==> config.mk <==
export PLATFORM = sky130hd
export DESIGN_NAME = ascii_sensor_frame_scanner_top
export DESIGN_NICKNAME = d
export VERILOG_FILES = /design/src/hdl/asfs_pkg.sv /design/src/hdl/asfs_front.sv /design/src/hdl/asfs_queue.sv /design/src/hdl/asfs_back.sv /design/src/hdl/ascii_sensor_frame_scanner_top.sv
export SDC_FILE = /design/constraint.sdc
export NUM_CORES = 1
export LEC_CHECK = 0
export BUFFER_PORTS_ARGS = -buffer_cell sky130_fd_sc_hd__buf_2
export CAP_MARGIN = 20
export CORE_ASPECT_RATIO = 0.7
export CORE_UTILIZATION = 55
export CTS_CLUSTER_DIAMETER = 80
export DETAILED_ROUTE_END_ITERATION = 10
export GPL_ROUTABILITY_DRIVEN = 0
export PLACE_DENSITY = 0.71
export SYNTH_ARGS = -nofsm -noshare
export SYNTH_HDL_FRONTEND = slang
export SYNTH_HIERARCHICAL = 1
export SYNTH_SLANG_ARGS = --single-unit
==> constraint.sdc <==
create_clock -name clk -period 10.5 [get_ports clk]
set_input_delay 0.525 -clock clk [delete_from_list [all_inputs] [get_ports clk]]
set_output_delay 0.525 -clock clk [all_outputs]
set_load 0.02 [all_outputs]
==> src/hdl/asfs_pkg.sv <==
`timescale 1ns / 1ps
// ----------------------------------------------------------------------------
// asfs_pkg: shared types and constants for the ASCII sensor frame scanner
// Holds the frame byte codes, the window and queue sizes, and the record
// that carries the decoded digits of one frame from the front to the back.
// ----------------------------------------------------------------------------
package asfs_pkg;

  // Window geometry and frame lengths.
  localparam int unsigned WINDOW_DEPTH   = 10;
  localparam int unsigned TEMP_FRAME_LEN = 6;
  localparam int unsigned HUM_FRAME_LEN  = 10;
  localparam int unsigned COUNT_W        = 4;
  localparam logic [COUNT_W-1:0] COUNT_MAX = 4'd15;

  // Frame byte codes.
  localparam logic [7:0] CHAR_V     = 8'h76;
  localparam logic [7:0] CHAR_SPACE = 8'h20;
  localparam logic [7:0] CHAR_CR    = 8'h0D;
  localparam logic [7:0] CHAR_ZERO  = 8'h30;
  localparam logic [7:0] CHAR_NINE  = 8'h39;

  // Queue between the front and the back.
  localparam int unsigned QUEUE_DEPTH = 4;
  localparam int unsigned QUEUE_PTR_W = 2;
  localparam int unsigned QUEUE_CNT_W = 3;

  // Decoded digits of one accepted frame.
  typedef struct packed {
    logic [3:0] temp_d2;
    logic [3:0] temp_d1;
    logic [3:0] temp_d0;
    logic [3:0] hum_d2;
    logic [3:0] hum_d1;
    logic [3:0] hum_d0;
    logic       hum_present;
  } frame_t;

  // Queue status seen by its neighbors.
  typedef struct packed {
    logic full;
    logic empty;
  } queue_status_t;

endpackage

==> src/hdl/asfs_front.sv <==
`timescale 1ns / 1ps
// ----------------------------------------------------------------------------
// asfs_front: byte window and frame detector
// Shifts each accepted byte into a ten-byte window, counts bytes since the
// last frame, tests the window and pushes the digits of a valid frame.
// ----------------------------------------------------------------------------
module asfs_front (
  input  logic                     clk,
  input  logic                     rst,
  input  logic                     cfg_we,
  input  logic                     cfg_wdata,
  input  logic                     in_valid,
  output logic                     in_ready,
  input  logic [7:0]               rx_byte,
  input  asfs_pkg::queue_status_t  queue_status,
  output logic                     push,
  output asfs_pkg::frame_t         push_frame
);

  logic [7:0]                   window [asfs_pkg::WINDOW_DEPTH];
  logic [7:0]                   window_next [asfs_pkg::WINDOW_DEPTH];
  logic [asfs_pkg::COUNT_W-1:0] bytes_since_frame;
  logic [asfs_pkg::COUNT_W-1:0] count_inc;
  logic                         humidity_mode;
  logic                         accept;
  logic                         temp_match;
  logic                         hum_match;
  logic                         long_enough;
  logic                         match;

  function automatic logic is_digit(input logic [7:0] c);
    is_digit = (c >= asfs_pkg::CHAR_ZERO) && (c <= asfs_pkg::CHAR_NINE);
  endfunction

  // A new byte is taken whenever the queue has room for a possible frame.
  assign in_ready = !queue_status.full;
  assign accept   = in_valid && in_ready;

  // The window as it stands after the incoming byte; entry nine is newest.
  always_comb begin
    for (int i = 0; i < asfs_pkg::WINDOW_DEPTH - 1; i++) begin
      window_next[i] = window[i+1];
    end
    window_next[asfs_pkg::WINDOW_DEPTH-1] = rx_byte;
  end

  // The count saturates so that testing continues on every byte.
  assign count_inc = (bytes_since_frame == asfs_pkg::COUNT_MAX) ?
                     asfs_pkg::COUNT_MAX : bytes_since_frame + 1'b1;

  // Frame tests on the newest six or ten bytes.
  assign temp_match = (window_next[4] == asfs_pkg::CHAR_V) &&
                      (window_next[5] == asfs_pkg::CHAR_SPACE) &&
                      is_digit(window_next[6]) && is_digit(window_next[7]) &&
                      is_digit(window_next[8]) &&
                      (window_next[9] == asfs_pkg::CHAR_CR);

  assign hum_match = (window_next[0] == asfs_pkg::CHAR_V) &&
                     (window_next[1] == asfs_pkg::CHAR_SPACE) &&
                     is_digit(window_next[2]) && is_digit(window_next[3]) &&
                     is_digit(window_next[4]) &&
                     (window_next[5] == asfs_pkg::CHAR_SPACE) &&
                     is_digit(window_next[6]) && is_digit(window_next[7]) &&
                     is_digit(window_next[8]) &&
                     (window_next[9] == asfs_pkg::CHAR_CR);

  assign long_enough = humidity_mode ?
      (count_inc >= asfs_pkg::COUNT_W'(asfs_pkg::HUM_FRAME_LEN)) :
      (count_inc >= asfs_pkg::COUNT_W'(asfs_pkg::TEMP_FRAME_LEN));

  assign match = long_enough && (humidity_mode ? hum_match : temp_match);
  assign push  = accept && match;

  // Digit values are the low nibble of an ASCII digit.
  always_comb begin
    if (humidity_mode) begin
      push_frame.temp_d2     = window_next[2][3:0];
      push_frame.temp_d1     = window_next[3][3:0];
      push_frame.temp_d0     = window_next[4][3:0];
      push_frame.hum_d2      = window_next[6][3:0];
      push_frame.hum_d1      = window_next[7][3:0];
      push_frame.hum_d0      = window_next[8][3:0];
      push_frame.hum_present = 1'b1;
    end else begin
      push_frame.temp_d2     = window_next[6][3:0];
      push_frame.temp_d1     = window_next[7][3:0];
      push_frame.temp_d0     = window_next[8][3:0];
      push_frame.hum_d2      = 4'd0;
      push_frame.hum_d1      = 4'd0;
      push_frame.hum_d0      = 4'd0;
      push_frame.hum_present = 1'b0;
    end
  end

  // Mode register, window and count.
  always_ff @(posedge clk) begin
    if (rst) begin
      humidity_mode     <= 1'b0;
      bytes_since_frame <= '0;
      for (int i = 0; i < asfs_pkg::WINDOW_DEPTH; i++) begin
        window[i] <= 8'd0;
      end
    end else begin
      if (cfg_we) begin
        humidity_mode <= cfg_wdata;
      end
      if (accept) begin
        window            <= window_next;
        bytes_since_frame <= match ? '0 : count_inc;
      end
    end
  end

endmodule

==> src/hdl/asfs_queue.sv <==
`timescale 1ns / 1ps
// ----------------------------------------------------------------------------
// asfs_queue: short frame queue
// Holds detected frames between the detector and the value builder so that
// either side can stall without stopping the other.
// ----------------------------------------------------------------------------
module asfs_queue (
  input  logic                     clk,
  input  logic                     rst,
  input  logic                     push,
  input  asfs_pkg::frame_t         push_frame,
  input  logic                     pop,
  output asfs_pkg::frame_t         head_frame,
  output asfs_pkg::queue_status_t  status
);

  asfs_pkg::frame_t                 entries [asfs_pkg::QUEUE_DEPTH];
  logic [asfs_pkg::QUEUE_PTR_W-1:0] wr_ptr;
  logic [asfs_pkg::QUEUE_PTR_W-1:0] rd_ptr;
  logic [asfs_pkg::QUEUE_CNT_W-1:0] fill;

  assign status.full  = (fill == asfs_pkg::QUEUE_CNT_W'(asfs_pkg::QUEUE_DEPTH));
  assign status.empty = (fill == '0);
  assign head_frame   = entries[rd_ptr];

  // Storage needs no reset; only written entries are ever read.
  always_ff @(posedge clk) begin
    if (push) begin
      entries[wr_ptr] <= push_frame;
    end
  end

  // Pointers and fill level.
  always_ff @(posedge clk) begin
    if (rst) begin
      wr_ptr <= '0;
      rd_ptr <= '0;
      fill   <= '0;
    end else begin
      if (push) begin
        wr_ptr <= wr_ptr + 1'b1;
      end
      if (pop) begin
        rd_ptr <= rd_ptr + 1'b1;
      end
      if (push && !pop) begin
        fill <= fill + 1'b1;
      end else if (pop && !push) begin
        fill <= fill - 1'b1;
      end
    end
  end

endmodule

==> src/hdl/asfs_back.sv <==
`timescale 1ns / 1ps
// ----------------------------------------------------------------------------
// asfs_back: value builder and output register
// Pops a frame, turns its three-digit groups into values in tenths and
// holds the result word until the consumer takes it.
// ----------------------------------------------------------------------------
module asfs_back (
  input  logic                     clk,
  input  logic                     rst,
  input  asfs_pkg::queue_status_t  queue_status,
  input  asfs_pkg::frame_t         head_frame,
  output logic                     pop,
  output logic                     out_valid,
  input  logic                     out_ready,
  output logic [9:0]               temperature_tenths,
  output logic [9:0]               humidity_tenths,
  output logic                     humidity_present
);

  logic [9:0] temp_value;
  logic [9:0] hum_value;

  function automatic logic [9:0] digits_to_value(input logic [3:0] d2,
                                                 input logic [3:0] d1,
                                                 input logic [3:0] d0);
    digits_to_value = ({6'd0, d2} * 10'd100) + ({6'd0, d1} * 10'd10) + {6'd0, d0};
  endfunction

  assign temp_value = digits_to_value(head_frame.temp_d2, head_frame.temp_d1,
                                      head_frame.temp_d0);
  assign hum_value  = digits_to_value(head_frame.hum_d2, head_frame.hum_d1,
                                      head_frame.hum_d0);

  // Load the output register when it is empty or being emptied.
  assign pop = !queue_status.empty && (!out_valid || out_ready);

  always_ff @(posedge clk) begin
    if (rst) begin
      out_valid <= 1'b0;
    end else if (pop) begin
      out_valid <= 1'b1;
    end else if (out_ready) begin
      out_valid <= 1'b0;
    end
  end

  // Result payload.
  always_ff @(posedge clk) begin
    if (pop) begin
      temperature_tenths <= temp_value;
      humidity_tenths    <= hum_value;
      humidity_present   <= head_frame.hum_present;
    end
  end

endmodule

==> src/hdl/ascii_sensor_frame_scanner_top.sv <==
`timescale 1ns / 1ps
// ----------------------------------------------------------------------------
// ascii_sensor_frame_scanner_top: ASCII sensor frame scanner
// Scans a byte stream for "v ddd\r" or "v ddd ddd\r" frames and emits the
// digit groups as values in tenths.
//
//   Channel  Handshake             Payload
//   input    in_valid / in_ready   rx_byte
//   output   out_valid / out_ready temperature_tenths, humidity_tenths,
//                                  humidity_present
//   config   cfg_we                cfg_wdata (humidity_mode)
//
// One byte word is taken per cycle while in_ready is high. The frame test
// runs in the same cycle as the window shift; a result word passes through
// the queue and then the output register.
// Reset is synchronous and clears the window, count, mode and queue.
// A stalled output fills the four-entry queue; input stalls only when full.
// ----------------------------------------------------------------------------
module ascii_sensor_frame_scanner_top (
  input  logic       clk,
  input  logic       rst,
  input  logic       cfg_we,
  input  logic       cfg_wdata,
  input  logic       in_valid,
  output logic       in_ready,
  input  logic [7:0] rx_byte,
  output logic       out_valid,
  input  logic       out_ready,
  output logic [9:0] temperature_tenths,
  output logic [9:0] humidity_tenths,
  output logic       humidity_present
);

  asfs_pkg::queue_status_t queue_status;
  asfs_pkg::frame_t        push_frame;
  asfs_pkg::frame_t        head_frame;
  logic                    push;
  logic                    pop;

  // Byte window and frame detector.
  asfs_front u_front (
    .clk          (clk),
    .rst          (rst),
    .cfg_we       (cfg_we),
    .cfg_wdata    (cfg_wdata),
    .in_valid     (in_valid),
    .in_ready     (in_ready),
    .rx_byte      (rx_byte),
    .queue_status (queue_status),
    .push         (push),
    .push_frame   (push_frame)
  );

  // Frame queue.
  asfs_queue u_queue (
    .clk        (clk),
    .rst        (rst),
    .push       (push),
    .push_frame (push_frame),
    .pop        (pop),
    .head_frame (head_frame),
    .status     (queue_status)
  );

  // Value builder and output register.
  asfs_back u_back (
    .clk                (clk),
    .rst                (rst),
    .queue_status       (queue_status),
    .head_frame         (head_frame),
    .pop                (pop),
    .out_valid          (out_valid),
    .out_ready          (out_ready),
    .temperature_tenths (temperature_tenths),
    .humidity_tenths    (humidity_tenths),
    .humidity_present   (humidity_present)
  );

endmodule
==> out/summary.txt, run 1 <==
post-cts sizing count = 0
commonest non-fill, non-tap cell in the layout = nand2_1
# diodes = 0
CP Depth = 12
Initial Util = 0.567
Nets = 867
Max Buffers Root-to-Sink = 3
total power per unit cell area = 244 mW/mm^2
Overall Power = 2.52 mW
core area = 0.0164 mm^2
P&R area growth vs syn = 11.5%
Worst EP required = 10.86 ns
Slowest-stage cell, CP = mux4_1
most frequent cells in the layout = nand2_1 (151), edfxtp_1 (121), a21oi_1 (88)
RSZ-0062 raised after global routing = false
R2R cell count = 12
total track usage = 0.202
Post-Route WL = 17100 um
endpoints failing setup = 0
WP buf/inv = 1
status = completed
CTS tree = built
remaining antenna violation count = 0
share of cells above drive strength 1 = 0.150
clk_lat worst skew = 0.50 ns
number of global-route vias before repair = 5477
synth warn = 6
Initial DRT Pass Iterations = 5
Post-Syn Area = 0.00930 mm^2
Arr. time, crit path = 4.49 ns
fillers = 1252
post-synthesis sequential area ratio = 0.578
DR vias = 5731
Syn Inst Count = 754
CP delay by family, top = adder cells
EDFF count, synth = 121
first-pass GRT wire length = 27800 um
# rows = 39
Peak VDD IR = 0.211 mV
post-synthesis register bit count = 208
worst-path fanout max = 25
cells along the critical path = buf_4 -> mux4_1 -> ha_1 -> ha_1 -> fa_1 -> xor2_1 -> ha_1 -> ha_1 -> o21a_1 -> o31a_1 -> or4b_1 -> nand3_1
Max Clock Skew = 0.00868 ns
Hold Fails Final Rpt = 0
IO Port Bufs = 36
Die ar. = 0.0174 mm^2
# IOs = 37
Max Fclk = 0.243 GHz
crit path capture type = flip-flop
fraction of registers with async set/reset = 0
Synth cell types = 55
hold path depth = 3
grt total ovfl = 0
max_cap viols = 0
Mapped Nets = 832
Crit Path Category = flip-flop to flip-flop
Iter 0 DRT Violations = 499
CTS sink count = 208
die height = 111 um
Die Wd = 157 um
initial antenna violation count = 0
clock buffer count from CTS = 21
Tcrit/Tclk final = 0.393
Routed WL per cell = 16.6 um
clock transition at the registers of the reported paths = 0.06 ns
hpwl dp = 11200 um
post-route minimum period = 4.12 ns
hold_buf cts = 0
Mean Syn Cell Area = 12.3 um^2
Slew Limit Headroom = 0.397
vias per inst = 5.57
class of the worst hold path = primary input to flip-flop
Top FF cell, synth = edfxtp_1
Final Max Slew Viols = 0
critical path launch point type = flip-flop
Slew @ Worst Pin = 0.904 ns
Static Leak = 3.85 nW
CP most frequent cell = ha_1
CTS H-Tree Depth = 1
setup TNS = 0 ns
CTS root buf = clkbuf_16
Post-route DRC = 0
Post-CTS Setup Inserts = 0
largest net degree at the start of global routing = 88
CP max stage delay = 0.68 ns
==> state kept, by name (all words and copies together) (netlist names), named ones only <==
signal	flops
u_back/humidity_present	1
u_back/humidity_tenths	10
u_queue/rd_ptr	2
u_front/bytes_since_frame	4
u_front/window	72
u_queue/entries	100
u_back/temperature_tenths	10
u_queue/wr_ptr	2
u_queue/fill	3
u_front/humidity_mode	1
u_back/out_valid	1
==> stage by stage <==
step	setup slack (ns)	util	cell area [um^2]	instances	hold slack (ns)
global route	6.21	0.632	10400	1029	0.273
detailed placement	6.37	0.590	9670	991	0.446
floorplan	6.85	-	9300	754	0.432
finish	6.38	0.632	10400	1029	0.266
global placement	6.50	0.590	9670	991	0.439
CTS	6.34	0.632	10400	1029	0.252
==> power by group <==
| part | switching (mW) | internal, mW |
|---|---|---|
| sequential | 0.0293 | 0.974 |
| clock | 0.300 | 0.433 |
| combinational | 0.459 | 0.327 |
| total | 0.789 | 1.73 |
==> cell usage after synthesis (2+ instances only) <==
library cell | n | area share
buf_1 | 4 | 0.0016
mux2_2 | 12 | 0.015
nor4_1 | 6 | 0.0040
nand2_1 | 152 | 0.061
nor4b_1 | 3 | 0.0028
and3b_1 | 3 | 0.0028
buf_2 | 2 | 0.0011
a31oi_1 | 2 | 0.0013
edfxtp_1 | 121 | 0.39
nand3_1 | 8 | 0.0043
nor4bb_1 | 5 | 0.0054
a211oi_1 | 2 | 0.0016
mux4_1 | 5 | 0.014
o21ai_0 | 10 | 0.0054
nor2_1 | 14 | 0.0057
and2_1 | 16 | 0.011
inv_1 | 30 | 0.012
ha_1 | 53 | 0.071
a32o_1 | 3 | 0.0032
xor2_1 | 9 | 0.0085
mux2i_1 | 5 | 0.0054
a21o_1 | 2 | 0.0016
nor2b_1 | 9 | 0.0061
xnor2_1 | 14 | 0.013
o21a_1 | 2 | 0.0016
fa_1 | 11 | 0.024
mux4_2 | 20 | 0.048
clkbuf_1 | 24 | 0.0097
buf_12 | 2 | 0.0043
a21oi_1 | 88 | 0.047
dfxtp_1 | 87 | 0.19
nand4_1 | 7 | 0.0047
==> tightest hold or removal path, delay by kind of cell <==
kind / cells / cell delay (ns)
multiplexers: 1 / 0.05
AND/OR/NAND/NOR: 1 / 0.07
buffers and inverters: 1 / 0.07
==> layer usage <==
metal  wire (um)  global-route usage  share of wire
met5           0                   0              0
met4         174              0.0337          0.010
met3         930              0.0356          0.054
met2        7980               0.324           0.47
met1        8000               0.294           0.47
==> cell type report <==
cell class,count,area [um^2],share of cell area
clock buffer,25,561,0.0541
clock inverter,13,126,0.0122
multi-input combinational,481,3640,0.351
tap,225,282,0.0272
inverter,30,113,0.0109
timing repair buffer,47,263,0.0254
sequential,208,5380,0.519
==> kinds of logic (layout without fill, tap and decap cells) <==
kind of cell             after synthesis  count (layout)  share of synthesized area
multiplexers                          42              42                     0.0825
XOR/XNOR                              23              23                     0.0217
adder cells (fa/ha/maj)               64              64                     0.0950
AO/OA/AOI/OAI                        116             116                     0.0711
buffers and inverters                 65             115                     0.0314
AND/OR/NAND/NOR                      236             236                      0.120
flip-flops                           208             208                      0.578
==> worst paths after layout <==
kind / from / slack, ns / endpoint
setup / recovery: flip-flop / 6.38 / u_back/temperature_tenths[8]$_DFFE_PP_
hold / removal: cfg_wdata / 0.27 / u_front/humidity_mode$_SDFFE_PP0P_
setup reg to reg: flip-flop / 6.38 / u_back/temperature_tenths[8]$_DFFE_PP_
hold reg to reg: u_front/window[69]$_SDFFE_PP0P_ / 0.46 / u_front/window[69]$_SDFFE_PP0P_
(Power assumes the default switching activity.)
==> run 2: changes to the inputs <==
- PLACE_DENSITY: 0.71 -> 0.74
- clock period: 10.5 -> 3.3 ns (I/O delays scaled with it)
==> out/summary.txt, run 2 (same netlist as run 1, synthesis figures left out) <==
Largest register FFs = 100
Arr. time, crit path = 3.80 ns
Layout Utilization = 0.689
Post-Route WL = 19600 um
worst-path fanout max = 7
Internal = 6.29 mW
Slew Limit Headroom = 0.308
failing checks = setup timing
Top reg by flops = u_queue/entries
Final WS setup = -0.137 ns
Peak VDD IR = 0.618 mV
clock transition at the registers of the reported paths = 0.06 ns
Post-route DRC = 0
commonest non-fill, non-tap cell in the layout = nand2_1
largest net degree at the start of global routing = 81
# IOs = 37
DR vias = 6100
Crit Path Category = flip-flop to flip-flop
Die Wd = 157 um
CTS root buf = clkbuf_16
# diodes = 0
total power per unit cell area = 814 mW/mm^2
Slew @ Worst Pin = 1.04 ns
CTS sink count = 208
status = finished, violations left
core area = 0.0164 mm^2
post-route minimum period = 3.44 ns
Final Max Slew Viols = 0
crit path capture type = flip-flop
Static Leak = 4.15 nW
Routed WL per cell = 18.0 um
CTS tree = built
# rows = 39
Max Clock Skew = 0.0180 ns
Initial Util = 0.567
vias per inst = 5.60
Max Fclk = 0.291 GHz
critical path launch point type = flip-flop
Tcrit/Tclk final = 1.04
Max Buffers Root-to-Sink = 3
total track usage = 0.234
clock share of power = 0.258
endpoints failing setup = 4
switching part of the total power = 0.316
Initial DRT Pass Iterations = 7
top flop regs = u_queue/entries: 100 flops, u_front/window: 72 flops
Net Switching = 2.91 mW
Die ar. = 0.0174 mm^2
setup TNS = -0.346 ns
IO Port Bufs = 36
RSZ-0062 raised after global routing = true
Iter 0 DRT Violations = 564
Hold Fails Final Rpt = 0
combinational share of power = 0.392
die height = 111 um
P&R area growth vs syn = 21.6%
clock buffer count from CTS = 22
number of global-route vias before repair = 6273
max_cap viols = 0
initial antenna violation count = 0
Worst EP required = 3.67 ns
grt total ovfl = 0
share of cells above drive strength 1 = 0.249
clk_lat worst skew = 0.51 ns
remaining antenna violation count = 0
sequential share of power = 0.349
Nets = 927
most frequent cells in the layout = nand2_1 (149), edfxtp_1 (121), dfxtp_1 (86)
class of the worst hold path = primary input to flip-flop
first-pass GRT wire length = 31800 um
hpwl dp = 12500 um
CTS H-Tree Depth = 1
-- run 2: cell count changes in the layout (fill, tap and decap cells not counted), moves of 4 or more --
| cell | previous run | this run |
|---|---|---|
| a21oi_2 | 0 | 7 |
| buf_12 | 0 | 7 |
| clkinv_1 | 2 | 6 |
| ha_4 | 0 | 22 |
| dlygate4sd3_1 | 0 | 11 |
| ha_1 | 53 | 29 |
| a21oi_1 | 88 | 80 |
| buf_4 | 11 | 50 |
-- run 2: metrics by stage --
stage                     worst slack [ns]  hold WS, ns  cells  instance area, um^2  power (mW)
after floorplan                     -0.133        0.234    754                 9450        5.42
after global placement              -0.125        0.397   1032                10200        6.34
after detailed placement            -0.219        0.412   1032                10200        6.48
after CTS                           -0.117        0.280   1087                11200        9.04
after global routing                -0.227        0.375   1089                11300        9.71
final                               -0.137        0.322   1089                11300        9.20
-- run 2: area by class of cell --
| type | count | area [um^2] |
|---|---|---|
| sequential | 208 | 5380 |
| fill | 1121 | 5090 |
| multi-input combinational | 481 | 4010 |
| timing repair buffer | 106 | 828 |
| clock buffer | 29 | 618 |
| tap | 225 | 282 |
| inverter | 30 | 113 |
| clock inverter | 10 | 73.8 |
-- run 2: path summary, 6_finish.rpt --
kind                              startpoint                                      to  slack, ns  cells past startpoint
max                                flip-flop  u_back/temperature_tenths[8]$_DFFE_PP_      -0.14                     12
min                                      rst          u_queue/wr_ptr[1]$_SDFFE_PP0P_       0.32                      2
max reg2reg                        flip-flop  u_back/temperature_tenths[8]$_DFFE_PP_      -0.14                     12
min reg2reg  u_front/window[69]$_SDFFE_PP0P_         u_front/window[69]$_SDFFE_PP0P_       0.45                      2
-- run 2: routing by layer --
metal	global-route usage	up-vias	wire length, um
met5	0	-	0
met2	0.383	129	9540
met1	0.327	3051	8780
met4	0.0608	0	353
li1	-	2883	-
met3	0.0356	37	870
-- run 2: power by group through the flow --
stage | Clock [mW] | Combinational, mW | Sequential [mW]
4_1_cts | 2.41 | 3.41 | 3.21
3_3_place_gp | 0 | 3.09 | 3.25
2_1_floorplan | 0 | 1.99 | 3.43
6_report | 2.38 | 3.61 | 3.21
5_1_grt | 2.51 | 3.96 | 3.24
3_5_place_dp | 0 | 3.21 | 3.26
-- run 2: worst max-delay path: stages (launching register included) --
cell,delay (ns)
dfxtp_4,0.39
buf_12,0.14
mux4_2,0.54
ha_4,0.24
ha_4,0.17
fa_2,0.35
xor2_1,0.15
ha_1,0.31
ha_4,0.24
o21a_1,0.10
o31a_1,0.11
or4b_1,0.48
nand3_1,0.08
-- run 2: repair_timing --
| item | 4_1_cts | 5_1_grt |
|---|---|---|
| setup buffers | 5 | 2 |
| hold buffers | 11 | 0 |
| resized for setup | 21 | 23 |
| endpoints found under the setup margin | 8 | 10 |
| endpoints found under the hold margin | 10 | 0 |
| pin swaps | 7 | 10 |
